$ cat src/rtl/core/fkg_pkg.sv
// Package with the types and constants of the knapsack block.
package fkg_pkg;
   localparam int MAX_ITEMS = 64;
   localparam int CNT_W = $clog2(MAX_ITEMS + 1);
   localparam int DIV_STEPS = 56;
   localparam int DIV_CNT_W = $clog2(DIV_STEPS);
   localparam logic [37:0] TOTAL_MAX = {38{1'b1}};

   typedef struct packed {
      logic [15:0] item_value;
      logic [15:0] item_weight;
      logic        item_last;
   } req_type;

   typedef struct packed {
      logic [37:0] total_value_q16;
      logic        partial_taken;
   } rsp_type;

   typedef struct packed {
      logic        valid;
      logic [15:0] value;
      logic [15:0] weight;
   } cell_type;

   typedef struct packed {
      logic insert;
      logic shift;
      logic clear;
   } ctl_type;

   typedef enum logic [2:0] {
      ST_LOAD,
      ST_FILL,
      ST_MUL,
      ST_DIVGO,
      ST_DIV,
      ST_DONE
   } state_type;
endpackage

$ cat src/rtl/core/fkg_div.sv
// Restoring divider for the partial item, one quotient bit per cycle.
module fkg_div (
   input  logic        clock,
   input  logic        reset,
   input  logic        start,
   input  logic [39:0] numer,
   input  logic [15:0] divisor,
   output logic        done,
   output logic [31:0] quotient
);
   import fkg_pkg::*;

   logic                 busy_ff;
   logic                 done_ff;
   logic [DIV_CNT_W-1:0] cnt_ff;
   logic [15:0]          rem_ff;
   logic [55:0]          dvd_ff;
   logic [31:0]          q_ff;
   logic [16:0]          rem_try;
   logic                 qbit;
   logic [16:0]          rem_sub;

   assign rem_try = {rem_ff, dvd_ff[55]};
   assign qbit = rem_try >= {1'b0, divisor};
   assign rem_sub = qbit ? (rem_try - {1'b0, divisor}) : rem_try;
   assign done = done_ff;
   assign quotient = q_ff;

   always_ff @(posedge clock) begin
      if (reset) begin
         busy_ff <= 1'b0;
         done_ff <= 1'b0;
      end else begin
         done_ff <= 1'b0;
         if (start) begin
            busy_ff <= 1'b1;
            cnt_ff <= '0;
            rem_ff <= '0;
            dvd_ff <= {numer, 16'd0};
            q_ff <= '0;
         end else if (busy_ff) begin
            rem_ff <= rem_sub[15:0];
            dvd_ff <= {dvd_ff[54:0], 1'b0};
            q_ff <= {q_ff[30:0], qbit};
            cnt_ff <= cnt_ff + 1'b1;
            if (cnt_ff == DIV_CNT_W'(DIV_STEPS - 1)) begin
               busy_ff <= 1'b0;
               done_ff <= 1'b1;
            end
         end
      end
   end
endmodule

$ cat config.mk
export PLATFORM = sky130hd
export DESIGN_NAME = fkg_div
export DESIGN_NICKNAME = d
export VERILOG_FILES = /design/src/rtl/core/fkg_pkg.sv /design/src/rtl/core/fkg_div.sv
export SDC_FILE = /design/constraint.sdc
export NUM_CORES = 1
export LEC_CHECK = 0
export BUFFER_PORTS_ARGS = -buffer_cell sky130_fd_sc_hd__clkbuf_2
export CORE_MARGIN = 4
export CORE_UTILIZATION = 30
export DETAILED_ROUTE_END_ITERATION = 16
export GPL_TIMING_DRIVEN = 0
export PLACE_DENSITY = 0.46
export SYNTH_ARGS = -nofsm -noshare
export SYNTH_HDL_FRONTEND = slang
export SYNTH_SLANG_ARGS = --single-unit
$ cat constraint.sdc
create_clock -name clock -period 13.8 [get_ports clock]
set_input_delay 1.38 -clock clock [delete_from_list [all_inputs] [get_ports clock]]
set_output_delay 1.38 -clock clock [all_outputs]
set_load 0.005 [all_outputs]
== Word-level counts from Yosys, hierarchy flattened ==
Cells that the tools add are included.

* Register bits: 111
* Latch bits: 0
* Bits in writable memories: 0
* Memory bits (read-only): 0
* Input bits: 59
* Output and inout bits: 33
* Logic and storage cells: 26
* Memories: 0

* $add $sub $neg: 2
* Multipliers: 0
* Divide/modulo/power cells: 0
* Order comparisons: 1
* Eq/ne operators: 1
* Shift-type cells: 0
* Muxes and demuxes: 10
* Bitwise logic cells: 2
* Reductions and logical operators: 3

{| class="wikitable"
|+ Operator list
! cell !! count
|-
| $mux 56 || 2
|-
| $mux 16 || 2
|-
| $mux 32 || 1
|-
| $ge 17x16->1 || 1
|-
| $sub 16x16->16 || 1
|-
| $add 6x1->6 const B || 1
|-
| $eq 6x6->1 const B || 1
|-
| $mux 6 || 1
|-
| $mux 1 || 4
|-
| $reduce_or 3->1 || 1
|-
| $not 1->1 || 2
|-
| $reduce_and 2->1 || 1
|-
| $reduce_bool 2->1 || 1
|}

== Depth between registers and ports, before layout ==
* Depth after elaboration: 4
* Gate-level depth with buffers: 9
* Mapped depth without buffers: 9

== Least setup slack after synthesis ==
OpenSTA, ideal clock, no wires.

* Path type: input port to flip-flop
* From: input port start
* To: register cnt_ff[0] (enable)
* Setup time: 0.547 ns
* Data arrival time: 6.006 ns
* Required time: 13.253 ns
* Setup slack: 7.247 ns
* Stages on the path: 4
* Buffers on the path: 2
* Cells stage by stage: clkbuf_1 -> clkbuf_1 -> nor2_1 -> nor2_1

* Cells in the longest elaborated chain, start to end: 2

{| class="wikitable"
|+ Ends and longest elaborated chain
! what !! RTL line !! text
|-
| from (decl) || fkg_div.sv:5 || <nowiki>input logic start,</nowiki>
|-
| $reduce_bool 2->1 (no source line) || n/a ||
|-
| $reduce_and 2->1 (no source line) || n/a ||
|-
| to (signal assigned) || fkg_div.sv:45 || <nowiki>cnt_ff <= cnt_ff + 1'b1;</nowiki>
|-
| to (decl) || fkg_div.sv:15 || <nowiki>logic [DIV_CNT_W-1:0] cnt_ff;</nowiki>
|}

No other way between the ends.
A chain may end at the register's enable or synchronous reset.

== Worst setup path after layout ==
* From: input port start
* To: register dvd_ff[53] (enable)

* Cells in the longest elaborated chain, start to end: 2

{| class="wikitable"
|+ Ends and longest elaborated chain
! what !! RTL line !! text
|-
| $reduce_bool 2->1 (no source line) || n/a ||
|-
| $reduce_and 2->1 (no source line) || n/a ||
|-
| to (signal assigned) || fkg_div.sv:39 || <nowiki>dvd_ff <= {numer, 16'd0};</nowiki>
|-
| to (signal assigned) || fkg_div.sv:43 || <nowiki>dvd_ff <= {dvd_ff[54:0], 1'b0};</nowiki>
|-
| to (decl) || fkg_div.sv:17 || <nowiki>logic [55:0] dvd_ff;</nowiki>
|}

No other way between the ends.

==> Implementation_results.wiki <==
{| class="wikitable"
! Metric !! Value
|-
| Proportion of power drawn by flip-flops and latches || 47.1%
|-
| Num CTS Buffers || 9
|-
| Yosys top cell area share || 56.1%
|-
| Worst reg2reg startpoint || rem_ff[13]$_SDFFCE_PP0P_
|-
| Worst setup path endpoint || dvd_ff[53]$_DFFE_PP_
|-
| Crit-path most repeated cell || sky130_fd_sc_hd__clkbuf_1
|-
| Final worst-path setup slack || 10.42 ns
|-
| Filler Cells Inserted || 1,628
|-
| Setup slack of the worst register-to-register path || 11.21 ns
|-
| Cell depth of the worst flop-to-flop path || 6
|-
| P per Cell Area || 124 nW/µm²
|-
| Buffers on Ports || 90
|-
| Maximum capacitance violations || 0
|-
| Setup Slack @ Placement || 9.87 ns
|-
| Number of setup buffers added after CTS || 0
|-
| Compound-gate portion of the synthesized area || 12.5%
|-
| Total Power || 0.760 mW
|-
| Clock transition at path regs || 0.07 ns
|-
| Worst-case clock skew || 0.0104 ns
|-
| Switching share of power || 28.3%
|-
| Combined area of all synthesized cells || 5030 µm²
|-
| CTS tree || yes
|-
| Largest family of logic cells by synthesized area || compound AO/OA/AOI/OAI gates
|-
| Fraction of synthesized cell area in xor and xnor cells || 2.09%
|-
| Number of global-route vias before repair || 3,442
|-
| Hold buffer count at CTS || 0
|-
| Total area of multi-input combinational cells || 2000 µm²
|-
| Number of enable flip-flop cells after synthesis || 94
|-
| GR Layer Usage met2 || 19.4%
|-
| Reg-to-reg endpoint || rem_ff[10]$_SDFFCE_PP0P_
|-
| Total via count in the routed design || 3,357
|-
| Post-route antenna net violation count || 0
|-
| Top cells by count, synth || sky130_fd_sc_hd__edfxtp_1, sky130_fd_sc_hd__mux2_2, sky130_fd_sc_hd__nor2b_1
|-
| Detailed router's first-iteration violation count || 177
|-
| First drt pass iteration count || 4
|-
| Number of buffers and inverters on the critical path || 4
|-
| Mux share of post-synthesis cell area || 9.12%
|-
| Run status || complete, no violations
|-
| Max rail drop VDD || 0.0000639 V
|-
| Unrepaired setup endpoints after global routing || false
|-
| Residual overflow from global routing || 0
|-
| Global-route track usage on met1 || 17.0%
|-
| Ports placed on the boundary || 92
|-
| Crit-path leading delay family || buffers and inverters
|-
| Clock net sink count || 96
|-
| Data required time at the worst endpoint || 13.85 ns
|-
| Post-DR wirelength/cell || 16.1 µm
|-
| Post-synthesis cell type count || 60
|-
| Setup tns final || 0 ns
|-
| Clock root buffer master || sky130_fd_sc_hd__clkbuf_16
|-
| Adder-cell share of the synthesized area || 4.62%
|-
| Post-cts repair resize count || 0
|-
| Beginning of the critical path || start
|-
| Number of stages on the worst setup path || 6
|-
| Post-route DRC violation count || 0
|-
| H-tree level count || 3
|-
| Total of flip-flops plus latches after synthesis || 96
|-
| Number of warnings printed during yosys synthesis || 0
|-
| All-Layer GR Usage || 12.6%
|-
| Height of the die || 138 µm
|-
| Placement-stage cell area || 5840 µm²
|-
| Met3 track utilization from global routing || 2.96%
|-
| Simple logic cell fraction of the synthesized area || 11.3%
|-
| DIE WIDTH || 138 µm
|-
| CP Launch Type || primary input
|-
| Ordered list of cells on the worst path || clkbuf_1, clkbuf_1, nor2_1, nor2_4, buf_12, buf_16
|-
| Cell area after layout || 6120 µm²
|-
| Placeable core area || 16,500 µm²
|-
| Top fanout value on the critical path || 26
|-
| Proportion of layout cells with a drive suffix above 1 || 35.0%
|-
| Most common flop cell mapped by yosys || sky130_fd_sc_hd__edfxtp_1
|-
| Synthesis-to-finish area growth || 21.6%
|-
| Cell with the largest stage delay on the worst path || sky130_fd_sc_hd__clkbuf_1
|-
| Part of the total power dissipated in combinational logic || 20.5%
|-
| Worst-Skew Late Latency || 0.35 ns
|-
| Clock period minus worst slack || 3.38 ns
|-
| Starting density of the core || 30.5%
|-
| Count leader, synth || sky130_fd_sc_hd__edfxtp_1
|-
| Num rows || 47
|-
| Total number of nets in the final design || 560
|-
| Largest stage delay on the critical path || 0.49 ns
|-
| Placer Congestion || 0.773
|-
| Final number of setup-violating endpoints || 0
|-
| Net count after synthesis || 456
|-
| Minimum hold slack || 0.513 ns
|-
| Critical path capture point type || flip-flop
|-
| Worst min path class || reg -> reg
|-
| Share of the clock period used by the worst path || 24.5%
|-
| Via-per-instance ratio || 4.74
|-
| Global-route wire length before repair || 18,300 µm
|-
| Arrival time reported for the critical path endpoint || 3.44 ns
|-
| Pin count of the biggest net entering global routing || 35
|-
| Slew margin rel. || 52.5%
|-
| Final-report max-slew violation count || 0
|-
| Detailed Route WL || 11,400 µm
|-
| Area occupied by registers || 2860 µm²
|-
| Deepest clock path buffer count || 2
|-
| Yosys top cell by area || sky130_fd_sc_hd__edfxtp_1
|-
| Hold Vio Cnt, Final || 0
|-
| Internal power of the cells || 0.544 mW
|-
| Mean instance size in the synthesized netlist || 13.3 µm²
|-
| Detailed placement HPWL || 8300 µm
|-
| Register area share after synthesis || 56.9%
|-
| Total net switching power || 0.215 mW
|-
| Synth area leaders || sky130_fd_sc_hd__edfxtp_1, sky130_fd_sc_hd__mux2_2, sky130_fd_sc_hd__ha_1
|-
| Overall die area || 18,900 µm²
|-
| Measured slew at the worst slew-check pin || 0.703 ns
|-
| Highest clock frequency the design can meet || 295 MHz
|-
| Clock share of power || 32.4%
|-
| Leakage || 2.43 nW
|-
| CP Class || in -> reg
|-
| Layer carrying the most global-route usage || met2
|-
| Antenna diode count || 0
|-
| Post-Syn Instances || 379
|-
| Worst Hold Path Cells || 1
|-
| Post-synth ARST share || 0%
|-
| Number of antenna violations at the first check in global routing || 0
|}
==> power groups by stage <==
stage	clock [mW]	combinational [mW]	sequential [mW]
CTS	0.257	0.158	0.358
floorplan	0	0.110	0.364
global placement	0	0.152	0.368
finish	0.246	0.156	0.357
global route	0.267	0.173	0.361
detailed placement	0	0.157	0.364
==> routing by layer <==
layer  wire (µm)  up-vias
li1            -     1642
met1        5300     1613
met2        5250       81
met3         593       21
met4         286        0
met5           0        -
==> cell usage in the layout, fill, tap and decap left out, types with 3 or more instances in the layout <==
| cell | count |
|---|---|
| sky130_fd_sc_hd__edfxtp_1 | 94 |
| sky130_fd_sc_hd__clkbuf_2 | 90 |
| sky130_fd_sc_hd__mux2_2 | 39 |
| sky130_fd_sc_hd__nor2b_1 | 34 |
| sky130_fd_sc_hd__inv_1 | 20 |
| sky130_fd_sc_hd__ha_1 | 17 |
| sky130_fd_sc_hd__nor2_1 | 16 |
| sky130_fd_sc_hd__a21oi_1 | 15 |
| sky130_fd_sc_hd__clkbuf_16 | 9 |
| sky130_fd_sc_hd__nand3_1 | 8 |
| sky130_fd_sc_hd__a21o_1 | 8 |
| sky130_fd_sc_hd__o211ai_1 | 8 |
| sky130_fd_sc_hd__clkbuf_1 | 7 |
| sky130_fd_sc_hd__o21ai_1 | 7 |
| sky130_fd_sc_hd__xor2_1 | 6 |
| sky130_fd_sc_hd__xnor2_1 | 6 |
| sky130_fd_sc_hd__o21ai_0 | 6 |
| sky130_fd_sc_hd__nand2_1 | 6 |
| sky130_fd_sc_hd__nor3_1 | 6 |
| sky130_fd_sc_hd__buf_6 | 5 |
| sky130_fd_sc_hd__nand4_1 | 5 |
| sky130_fd_sc_hd__o21a_1 | 4 |
| sky130_fd_sc_hd__a41oi_1 | 4 |
| sky130_fd_sc_hd__nand2b_1 | 3 |
| sky130_fd_sc_hd__a211o_1 | 3 |
| sky130_fd_sc_hd__and3_1 | 3 |
| sky130_fd_sc_hd__a31o_1 | 3 |
| sky130_fd_sc_hd__o31ai_1 | 3 |
==> flip-flops by register name (all words and copies together) (netlist names) <==
register  cells
busy_ff       1
quotient     32
cnt_ff        6
done          1
dvd_ff       40
rem_ff       16
==> stage by stage <==
stage,util [%],instances
floorplan,-,379
global placement,34.9,689
detailed placement,35.3,692
CTS,37.0,708
global route,37.0,708
finish,37.0,708
==> logic make-up after synthesis <==
kind of cell             count (synthesis)
flip-flops                              96
adder cells (fa/ha/maj)                 18
multiplexers                            41
XOR/XNOR                                12
AND/OR/NAND/NOR                         98
buffers and inverters                   36
AO/OA/AOI/OAI                           78
==> area by class of cell <==
| cell class | count | share of cell area [%] |
|---|---|---|
| clock inverter | 7 | 1.00 |
| buffer | 16 | 1.68 |
| multi-input combinational | 247 | 32.7 |
| timing repair buffer | 93 | 8.46 |
| sequential | 96 | 46.8 |
| tap | 220 | 4.50 |
| clock buffer | 9 | 3.68 |
| inverter | 20 | 1.23 |
==> worst reg2reg max path, delay by kind of cell (launching register included) <==
kind	cells	cell delay [ns]
flops	1	0.39
simple gates	1	0.17
fa+ha+maj	1	0.39
compound gates	4	1.40
==> how the worst min path moves through the flow <==
stage / end / startpoint / slack [ns]
final: done$_SDFF_PP0_ / busy_ff$_SDFF_PP0_ / 0.51
after global routing: done$_SDFF_PP0_ / busy_ff$_SDFF_PP0_ / 0.55
after CTS: done$_SDFF_PP0_ / busy_ff$_SDFF_PP0_ / 0.52
after detailed placement: done$_SDFF_PP0_ / busy_ff$_SDFF_PP0_ / 0.50
after global placement: done$_SDFF_PP0_ / busy_ff$_SDFF_PP0_ / 0.49
after floorplan: done$_SDFF_PP0_ / busy_ff$_SDFF_PP0_ / 0.47
Power figures use the tool's default switching activity.
