**src/rtl/core/fkg_pkg.sv**
```systemverilog
// Package with the types and constants of the knapsack block.
package fkg_pkg;
   localparam int MAX_ITEMS = 64;
   localparam int CNT_W = $clog2(MAX_ITEMS + 1);
   localparam int DIV_STEPS = 56;
   localparam int DIV_CNT_W = $clog2(DIV_STEPS);
   localparam logic [37:0] TOTAL_MAX = {38{1'b1}};

   typedef struct packed {
      logic [15:0] item_value;
      logic [15:0] item_weight;
      logic        item_last;
   } req_type;

   typedef struct packed {
      logic [37:0] total_value_q16;
      logic        partial_taken;
   } rsp_type;

   typedef struct packed {
      logic        valid;
      logic [15:0] value;
      logic [15:0] weight;
   } cell_type;

   typedef struct packed {
      logic insert;
      logic shift;
      logic clear;
   } ctl_type;

   typedef enum logic [2:0] {
      ST_LOAD,
      ST_FILL,
      ST_MUL,
      ST_DIVGO,
      ST_DIV,
      ST_DONE
   } state_type;
endpackage

```
**src/rtl/core/fkg_cell.sv**
```systemverilog
// One cell of the sorted insertion chain.
module fkg_cell (
   input  logic              clock,
   input  logic              reset,
   input  fkg_pkg::ctl_type  ctl,
   input  fkg_pkg::cell_type new_item,
   input  fkg_pkg::cell_type prev_item,
   input  fkg_pkg::cell_type next_item,
   input  logic              h_prev,
   output fkg_pkg::cell_type cell_q,
   output logic              h_out
);
   import fkg_pkg::*;

   cell_type    cell_ff;
   cell_type    cell_in;
   logic [31:0] lhs;
   logic [31:0] rhs;

   assign lhs = 32'(new_item.value) * 32'(cell_ff.weight);
   assign rhs = 32'(cell_ff.value) * 32'(new_item.weight);
   assign h_out = !cell_ff.valid || (lhs > rhs);
   assign cell_q = cell_ff;

   always_comb begin
      cell_in = cell_ff;
      priority if (ctl.clear) begin
         cell_in.valid = 1'b0;
      end else if (ctl.shift) begin
         cell_in = next_item;
      end else if (ctl.insert && h_out && !h_prev) begin
         cell_in = new_item;
      end else if (ctl.insert && h_out && h_prev) begin
         cell_in = prev_item;
      end else begin
         cell_in = cell_ff;
      end
   end

   always_ff @(posedge clock) begin
      if (reset) begin
         cell_ff.valid <= 1'b0;
      end else begin
         cell_ff <= cell_in;
      end
   end
endmodule

```
**config.mk**
```make
export PLATFORM = sky130hd
export DESIGN_NAME = fkg_cell
export DESIGN_NICKNAME = d
export VERILOG_FILES = /design/src/rtl/core/fkg_pkg.sv /design/src/rtl/core/fkg_cell.sv
export SDC_FILE = /design/constraint.sdc
export NUM_CORES = 1
export LEC_CHECK = 0
export ABC_AREA = 0
export BUFFER_PORTS_ARGS = -buffer_cell sky130_fd_sc_hd__clkbuf_2
export CORE_MARGIN = 2
export CORE_UTILIZATION = 30
export CTS_BUF_LIST = sky130_fd_sc_hd__clkbuf_2 sky130_fd_sc_hd__clkbuf_4 sky130_fd_sc_hd__clkbuf_8
export DETAILED_ROUTE_END_ITERATION = 10
export SLEW_MARGIN = 5
export SYNTH_ARGS = -nofsm -noshare
export SYNTH_HDL_FRONTEND = slang
export SYNTH_SLANG_ARGS = --single-unit
```
**constraint.sdc**
```tcl
create_clock -name clock -period 35.5 [get_ports clock]
set_input_delay 10.65 -clock clock [delete_from_list [all_inputs] [get_ports clock]]
set_output_delay 10.65 -clock clock [all_outputs]
set_load 0.03 [all_outputs]
```
# Yosys cells after proc, flatten, opt, wreduce, memory -nomap -nowiden
# Cells that the tools add are included.
# op_classes
multipliers	2
magnitude_cmp	1
reduce_logical	9
muxes	3
bitwise	2
# ops
op	n
$mux 33	3
$mul 16x16->32	2
$gt 32x32->1	1
$logic_and 1x1->1	3
$reduce_and 3->1	1
$reduce_bool 3->1	1
$logic_not 1->1	2
$not 1->1	2
$reduce_or 2->1	1
$logic_or 1x1->1	1
# totals
ff_bits	33
output_inout_bits	34
inputBits	105

# Depth between registers and ports, before layout
# Gate-level depths: netlist (run 1).
# depth
word_depth	8
mapped_depth	35
mapped_depth_nobuf	32

# Worst setup path after synthesis (run 1)
# OpenSTA, ideal clock, no wires.
# synth_path
path_kind	in2out
startpoint	input port new_item[7] in the netlist's numbering
endpoint	output port h_out
path_stages	29
slack_ns	6.646
required_ns	24.850
arrival_time_ns	18.204
path_cell_list	clkbuf_1 > clkbuf_1 > nand2_1 > fa_1 > fa_1 > inv_1 > fa_1 > fa_1 > fa_1 > inv_1 > fa_1 > inv_1 > ha_1 > buf_6 > a221o_1 > a31oi_1 > o31ai_1 > or3_1 > o21ai_2 > o21ai_1 > or3_4 > a2111o_1 > nand3_1 > ha_1 > nand3_1 > nor4_1 > o31ai_1 > and3_1 > o21ai_0
# synth_via
elab_chain_len	3
# synth_lines
element	line	rtl
from (decl)	fkg_cell.sv:6	input fkg_pkg::cell_type new_item,
$mul 16x16->32	fkg_cell.sv:21	assign rhs = 32'(cell_ff.value) * 32'(new_item.weight);
$gt 32x32->1	fkg_cell.sv:22	assign h_out = !cell_ff.valid || (lhs > rhs);
$logic_or 1x1->1	fkg_cell.sv:22	
to (decl)	fkg_cell.sv:11	output logic h_out
# Every way passes these cells.

# Final worst setup path (run 1)
# layout_path
startpoint	input port new_item[23] in the netlist's numbering
endpoint	output port h_out
# layout_via
elab_chain_len	3
# layout_lines
element	line	rtl
$mul 16x16->32	fkg_cell.sv:20	assign lhs = 32'(new_item.value) * 32'(cell_ff.weight);
$gt 32x32->1	fkg_cell.sv:22	
$logic_or 1x1->1	fkg_cell.sv:22	
# Every way passes these cells.

==> metrics.md, run 1 <==
| Metric | Value |
|---|---|
| Global-route wire length before repair | 86.06 mm |
| Syn-to-layout area delta | 8.467% |
| Post-DP HPWL | 41.68 mm |
| Primary FF master, synth | edfxtp_1 |
| Drt drc | 0 |
| Num CTS Buffers | 5 |
| # diodes | 0 |
| Max FFs per register | 33 |
| Crit-path slowest cell | nor4_1 |
| Cell taking the most area after synthesis | fa_1 |
| Initial Util | 30.35% |
| CTS H-tree lvls | 2 |
| Routed WL | 52.09 mm |
| Avg Synthesized Cell Area | 8.827 um^2 |
| Die width | 256.9 um |
| Hold_buf cts | 0 |
| Ys async rst share | 0% |
| Max-cap check violation count | 0 |
| Worst Path Class, Setup | primary input to primary output |
| Largest family of logic cells by synthesized area | adder cells |
| Tightest Hold Check Type | flip-flop to flip-flop |
| Max Clock Freq | 0.03377 GHz |
| RSZ-0062 raised after global routing | false |
| Pre-antenna DRT Iters | 5 |
| Post-synthesis compound-gate area fraction | 6.601% |
| First DRT Iteration DRCs | 703 |
| Synth top area share | 40.50% |
| Synth cell types | 50 |
| Filler cell count | 6644 |
| Main area contributors after synthesis | fa_1 40%, ha_1 16%, inv_1 9.2% |
| Sequential element share of the synthesized area | 5.114% |
| DR vias | 14520 |
| Synth Area in XOR/XNOR | 2.511% |
| Endpoint class of the critical path | primary output |
| Final period utilization | 83.42% |
| Critical Path RT | 24.85 ns |
| Post-synthesis simple-gate area fraction | 17.04% |
| Post-synth EDFFs | 32 |
| Mapped Area | 0.01918 mm^2 |
| Vias in the first global route | 15740 |
| Most common cell after layout, fill and taps aside | inv_1 |
| Final Hold Fails | 0 |
| CTS resizes | 0 |
| Mapped Cells | 2173 |
| Arrival @ worst endpoint | 18.96 ns |
| CP max FO | 17 |
| Worst path max stage delay | 0.61 ns |
| Cell Rows | 92 |
| GPL Wtd Cong | 0.8245 |
| Synthesis Warnings | 0 |
| #FFs+latches synth | 33 |
| Clk sinks | 33 |
| Worst-Skew Late Latency | 0.32 ns |
| Final net count | 2983 |
| Layout cells sized above 1 | 7.244% |
| Final setup fails | 0 |
| Vias per inst | 4.689 |
| Outcome | finished clean |
| Die Footprint | 0.06597 mm^2 |
| Multiplexer share of the synthesized area | 1.722% |
| Root Driver | clkbuf_8 |
| Core area | 0.06320 mm^2 |
| # IOs | 139 |
| Worst rel slew slack | 26.44% |
| Pin count of the biggest net entering global routing | 68 |
| TritonCTS clock tree | yes |
| Clock Path Buffers | 2 |
| Initial antenna violation count | 4 |
| Setup Total Neg Slack | 0 ns |
| Count of port buffers added during placement | 138 |
| Final Skew | 0.01681 ns |
| Worst setup SP type | primary input |
| Total track usage | 16.43% |
| Overflow after GRT | 0 |
| Antenna viol nets, final | 0 |
| Worst slew pin tran | 1.103 ns |
| Adder-cell share of the synthesized area | 56.15% |
| Routed length per instance | 16.82 um |
| Die Ht | 256.9 um |
| Worst-path clk slew | 0.08 ns |
| Post-Syn Nets | 2906 |
| Post-CTS setup buffer count | 0 |
| Commonest cells after routing, fill and taps aside | 471 x inv_1, 388 x fa_1, 340 x nand2_1, 240 x ha_1, 237 x and2_1 |
| Most used cell, CP | fa_1 |
| Fin crit period | 29.61 ns |
| Final max-slew violation count | 0 |
-- cells in the mapped netlist, drive strengths merged (24+ instances only) --
cell type  count
inv          471
mux2i         33
clkbuf        77
a21oi         50
nand2        340
ha           240
nor2          24
xnor2         37
o21ai         69
edfxtp        32
and2         237
a21o          32
fa           388
-- critical path, delay by kind of cell --
kind	cells	cell delay, ns
fa+ha+maj	8	3.62
compound gates	8	2.03
simple gates	6	1.82
buf+inv	6	0.76
xor+xnor	1	0.09
-- path summary, 6_finish.rpt --
path,start,to,slack (ns),depth (start not counted)
hold / removal,cell_q[32],cell_q[32],0.67,3
setup reg to reg,cell_q[8],cell_q[0],25.42,30
hold reg to reg,cell_q[32],cell_q[32],0.67,3
setup / recovery,new_item[23],h_out,5.89,29
-- final cells by class --
cell class	count	area, um^2	area share, %
clock buffers	6	76.32	0.3669
clock inverters	1	3.754	0.01804
inverters	471	1768	8.498
multi-input cells	1588	16130	77.53
flip-flops and latches	33	980.9	4.715
well taps	846	1059	5.088
repair buffers	151	788.3	3.789
-- kinds of logic (layout without fill, tap and decap cells) --
| kind of cell | after synthesis | count (layout) |
|---|---|---|
| compound gates | 203 | 203 |
| simple gates | 669 | 669 |
| xor+xnor | 55 | 55 |
| fa+ha+maj | 628 | 628 |
| flops | 33 | 33 |
| mux | 33 | 33 |
| buf+inv | 552 | 629 |
-- metrics by stage --
| step | worst slack, ns | area [um^2] | std cells | util [%] | hold slack, ns |
|---|---|---|---|---|---|
| floorplan | 6.646 | 19180 | 2173 | - | 0.7394 |
| global placement | 6.131 | 20720 | 3089 | 32.79 | 0.6589 |
| detailed placement | 5.926 | 20720 | 3089 | 32.79 | 0.6614 |
| CTS | 5.913 | 20810 | 3096 | 32.92 | 0.6698 |
| global route | 5.291 | 20810 | 3096 | 32.92 | 0.7317 |
| finish | 5.887 | 20810 | 3096 | 32.92 | 0.6673 |
-- per-layer routing --
layer / share of wire, % / vias to the layer above / wire, um / global-route usage [%]
li1: - / 6751 / - / -
met1: 45 / 7382 / 23580 / 22.08
met2: 49 / 325 / 25550 / 28.87
met4: 1.2 / 8 / 603 / 2.180
met5: 0.11 / - / 57 / 0
met3: 4.4 / 52 / 2292 / 2.078
Power of run 1 is left out: the tool's default activity adds up to more than one toggle a clock period on the data nets, which glitch-free logic cannot reach.
==> run 2, diff against run 1 <==
Clock period 35.5 ns to 30.9 ns, I/O delays scaled along.
==> metrics.md, run 2 (synthesis results as in run 1) <==
| Metric | Value |
|---|---|
| Antenna viol nets, final | 0 (unchanged) |
| Initial Util | 30.35% (unchanged) |
| Fin Hold WS | 0.6786 ns (+0.01130 ns) |
| Vias per inst | 4.750 (+1.3%) |
| Max-cap check violation count | 0 (unchanged) |
| Overflow after GRT | 0 (unchanged) |
| Placed insts | 3089 (unchanged) |
| Num CTS Buffers | 5 (unchanged) |
| Hold_buf cts | 0 (unchanged) |
| Die Ht | 256.9 um (unchanged) |
| Most common cell after layout, fill and taps aside | inv_1 |
| First DRT Iteration DRCs | 721 (+2.6%) |
| Post-CTS setup buffer count | 0 (unchanged) |
| Max Clock Freq | 0.03726 GHz |
| Worst-Skew Late Latency | 0.32 ns (about the same) |
| Clock Path Buffers | 2 (unchanged) |
| Routed WL | 52.01 mm (-0.15%) |
| Initial antenna violation count | 2 (-2) |
| Commonest cells after routing, fill and taps aside | 471 x inv_1, 388 x fa_1, 340 x nand2_1, 240 x ha_1, 237 x and2_1 |
| Fin crit period | 26.84 ns |
| Crit-path slowest cell | nor4_1 |
| Final period utilization | 86.85% |
| Max FFs per register | 33 (unchanged) |
| Arrival @ worst endpoint | 17.57 ns (-1.39 ns) |
| Multi-input gate area | 0.01613 mm^2 (unchanged) |
| CTS H-tree lvls | 2 (unchanged) |
| Total track usage | 16.38% (-0.049 points) |
| Post-DP HPWL | 41.49 mm (-0.46%) |
| Layout cells sized above 1 | 7.244% (unchanged) |
| Drt drc | 0 (unchanged) |
| # IOs | 139 (unchanged) |
| RSZ-0062 raised after global routing | false |
| Reg2reg setup slack | 20.84 ns (-4.58 ns) |
| Filler cell count | 6601 (-0.65%) |
| Worst slew pin tran | 1.049 ns (-0.05397 ns) |
| Routed length per instance | 16.80 um (-0.15%) |
| Die Footprint | 0.06597 mm^2 (unchanged) |
| Count of port buffers added during placement | 138 (unchanged) |
| Final Hold Fails | 0 (unchanged) |
| CTS resizes | 0 (unchanged) |
| Clk sinks | 33 (unchanged) |
| Outcome | finished clean |
| Post-layout instance count excluding filler cells | 3096 (unchanged) |
| Cell Rows | 92 (unchanged) |
| Worst Path Class, Setup | primary input to primary output |
| Die width | 256.9 um (unchanged) |
| Final net count | 2983 (unchanged) |
| Tightest Hold Check Type | flip-flop to flip-flop |
| Vias in the first global route | 15770 (+0.24%) |
| Pre-antenna DRT Iters | 5 (unchanged) |
| Global-route wire length before repair | 86.06 mm (unchanged) |
| # diodes | 0 (unchanged) |
| Core area | 0.06320 mm^2 (unchanged) |
| FF+latch area | 980.9 um^2 (unchanged) |
| Setup Total Neg Slack | 0 ns (unchanged) |
| Endpoint class of the critical path | primary output |
| Root Driver | clkbuf_8 |
| Critical Path RT | 21.63 ns (-3.22 ns) |
| Most used cell, CP | fa_1 |
| Pin count of the biggest net entering global routing | 68 (unchanged) |
| Worst setup SP type | primary input |
| GPL Wtd Cong | 0.8246 (about the same) |
| Final setup fails | 0 (unchanged) |
| Worst rel slew slack | 30.04% (+3.6 points) |
| Worst-path clk slew | 0.08 ns (about the same) |
| CP max FO | 17 (unchanged) |
| Final max-slew violation count | 0 (unchanged) |
| Worst path max stage delay | 0.60 ns (about the same) |
| Syn-to-layout area delta | 8.467% (unchanged) |
| Final Skew | 0.02202 ns (+0.005209 ns) |
| DR vias | 14710 (+1.3%) |
| TritonCTS clock tree | yes |
run 2: cell counts in the layout (fill, tap and decap cells not counted):
No cell type changed its count.
run 2: layer usage:
metal	vias up	GRT usage (%)	wire length (um)
met5	-	0	33
met4	4	2.471	795
met3	69	2.078	2560
met2	341	28.36	25260
met1	7527	22.26	23360
li1	6765	-	-
run 2: layout make-up:
type                            instances  share of cell area, %
Timing Repair Buffer                  151                  3.789
Clock buffer                            6                 0.3669
Tap cell                              846                  5.088
Inverter                              471                  8.498
Multi-Input combinational cell       1588                  77.53
Sequential cell                        33                  4.715
Clock inverter                          1                0.01804
run 2: critical path: cells and delay by family:
kind | cells | cell delay (ns)
XOR/XNOR | 1 | 0.08
adder cells (fa/ha/maj) | 8 | 3.68
buffers and inverters | 5 | 0.79
AND/OR/NAND/NOR | 6 | 1.70
AO/OA/AOI/OAI | 8 | 2.04
run 2: final timing paths:
check                                  start  cells after the start          to
worst max register to register     cell_q[8]                     30   cell_q[0]
worst min-delay path              cell_q[32]                      3  cell_q[32]
worst max-delay path            new_item[26]                     28       h_out
worst min register to register    cell_q[32]                      3  cell_q[32]
run 2: stage by stage:
stage,setup slack [ns],instance area (um^2),util (%)
after global routing,3.641,20810,32.92
after CTS,4.074,20810,32.92
final,4.064,20810,32.92
after detailed placement,4.091,20720,32.79
after floorplan,4.806,19180,-
after global placement,4.291,20720,32.79
Power of run 2 is left out for the same reason.
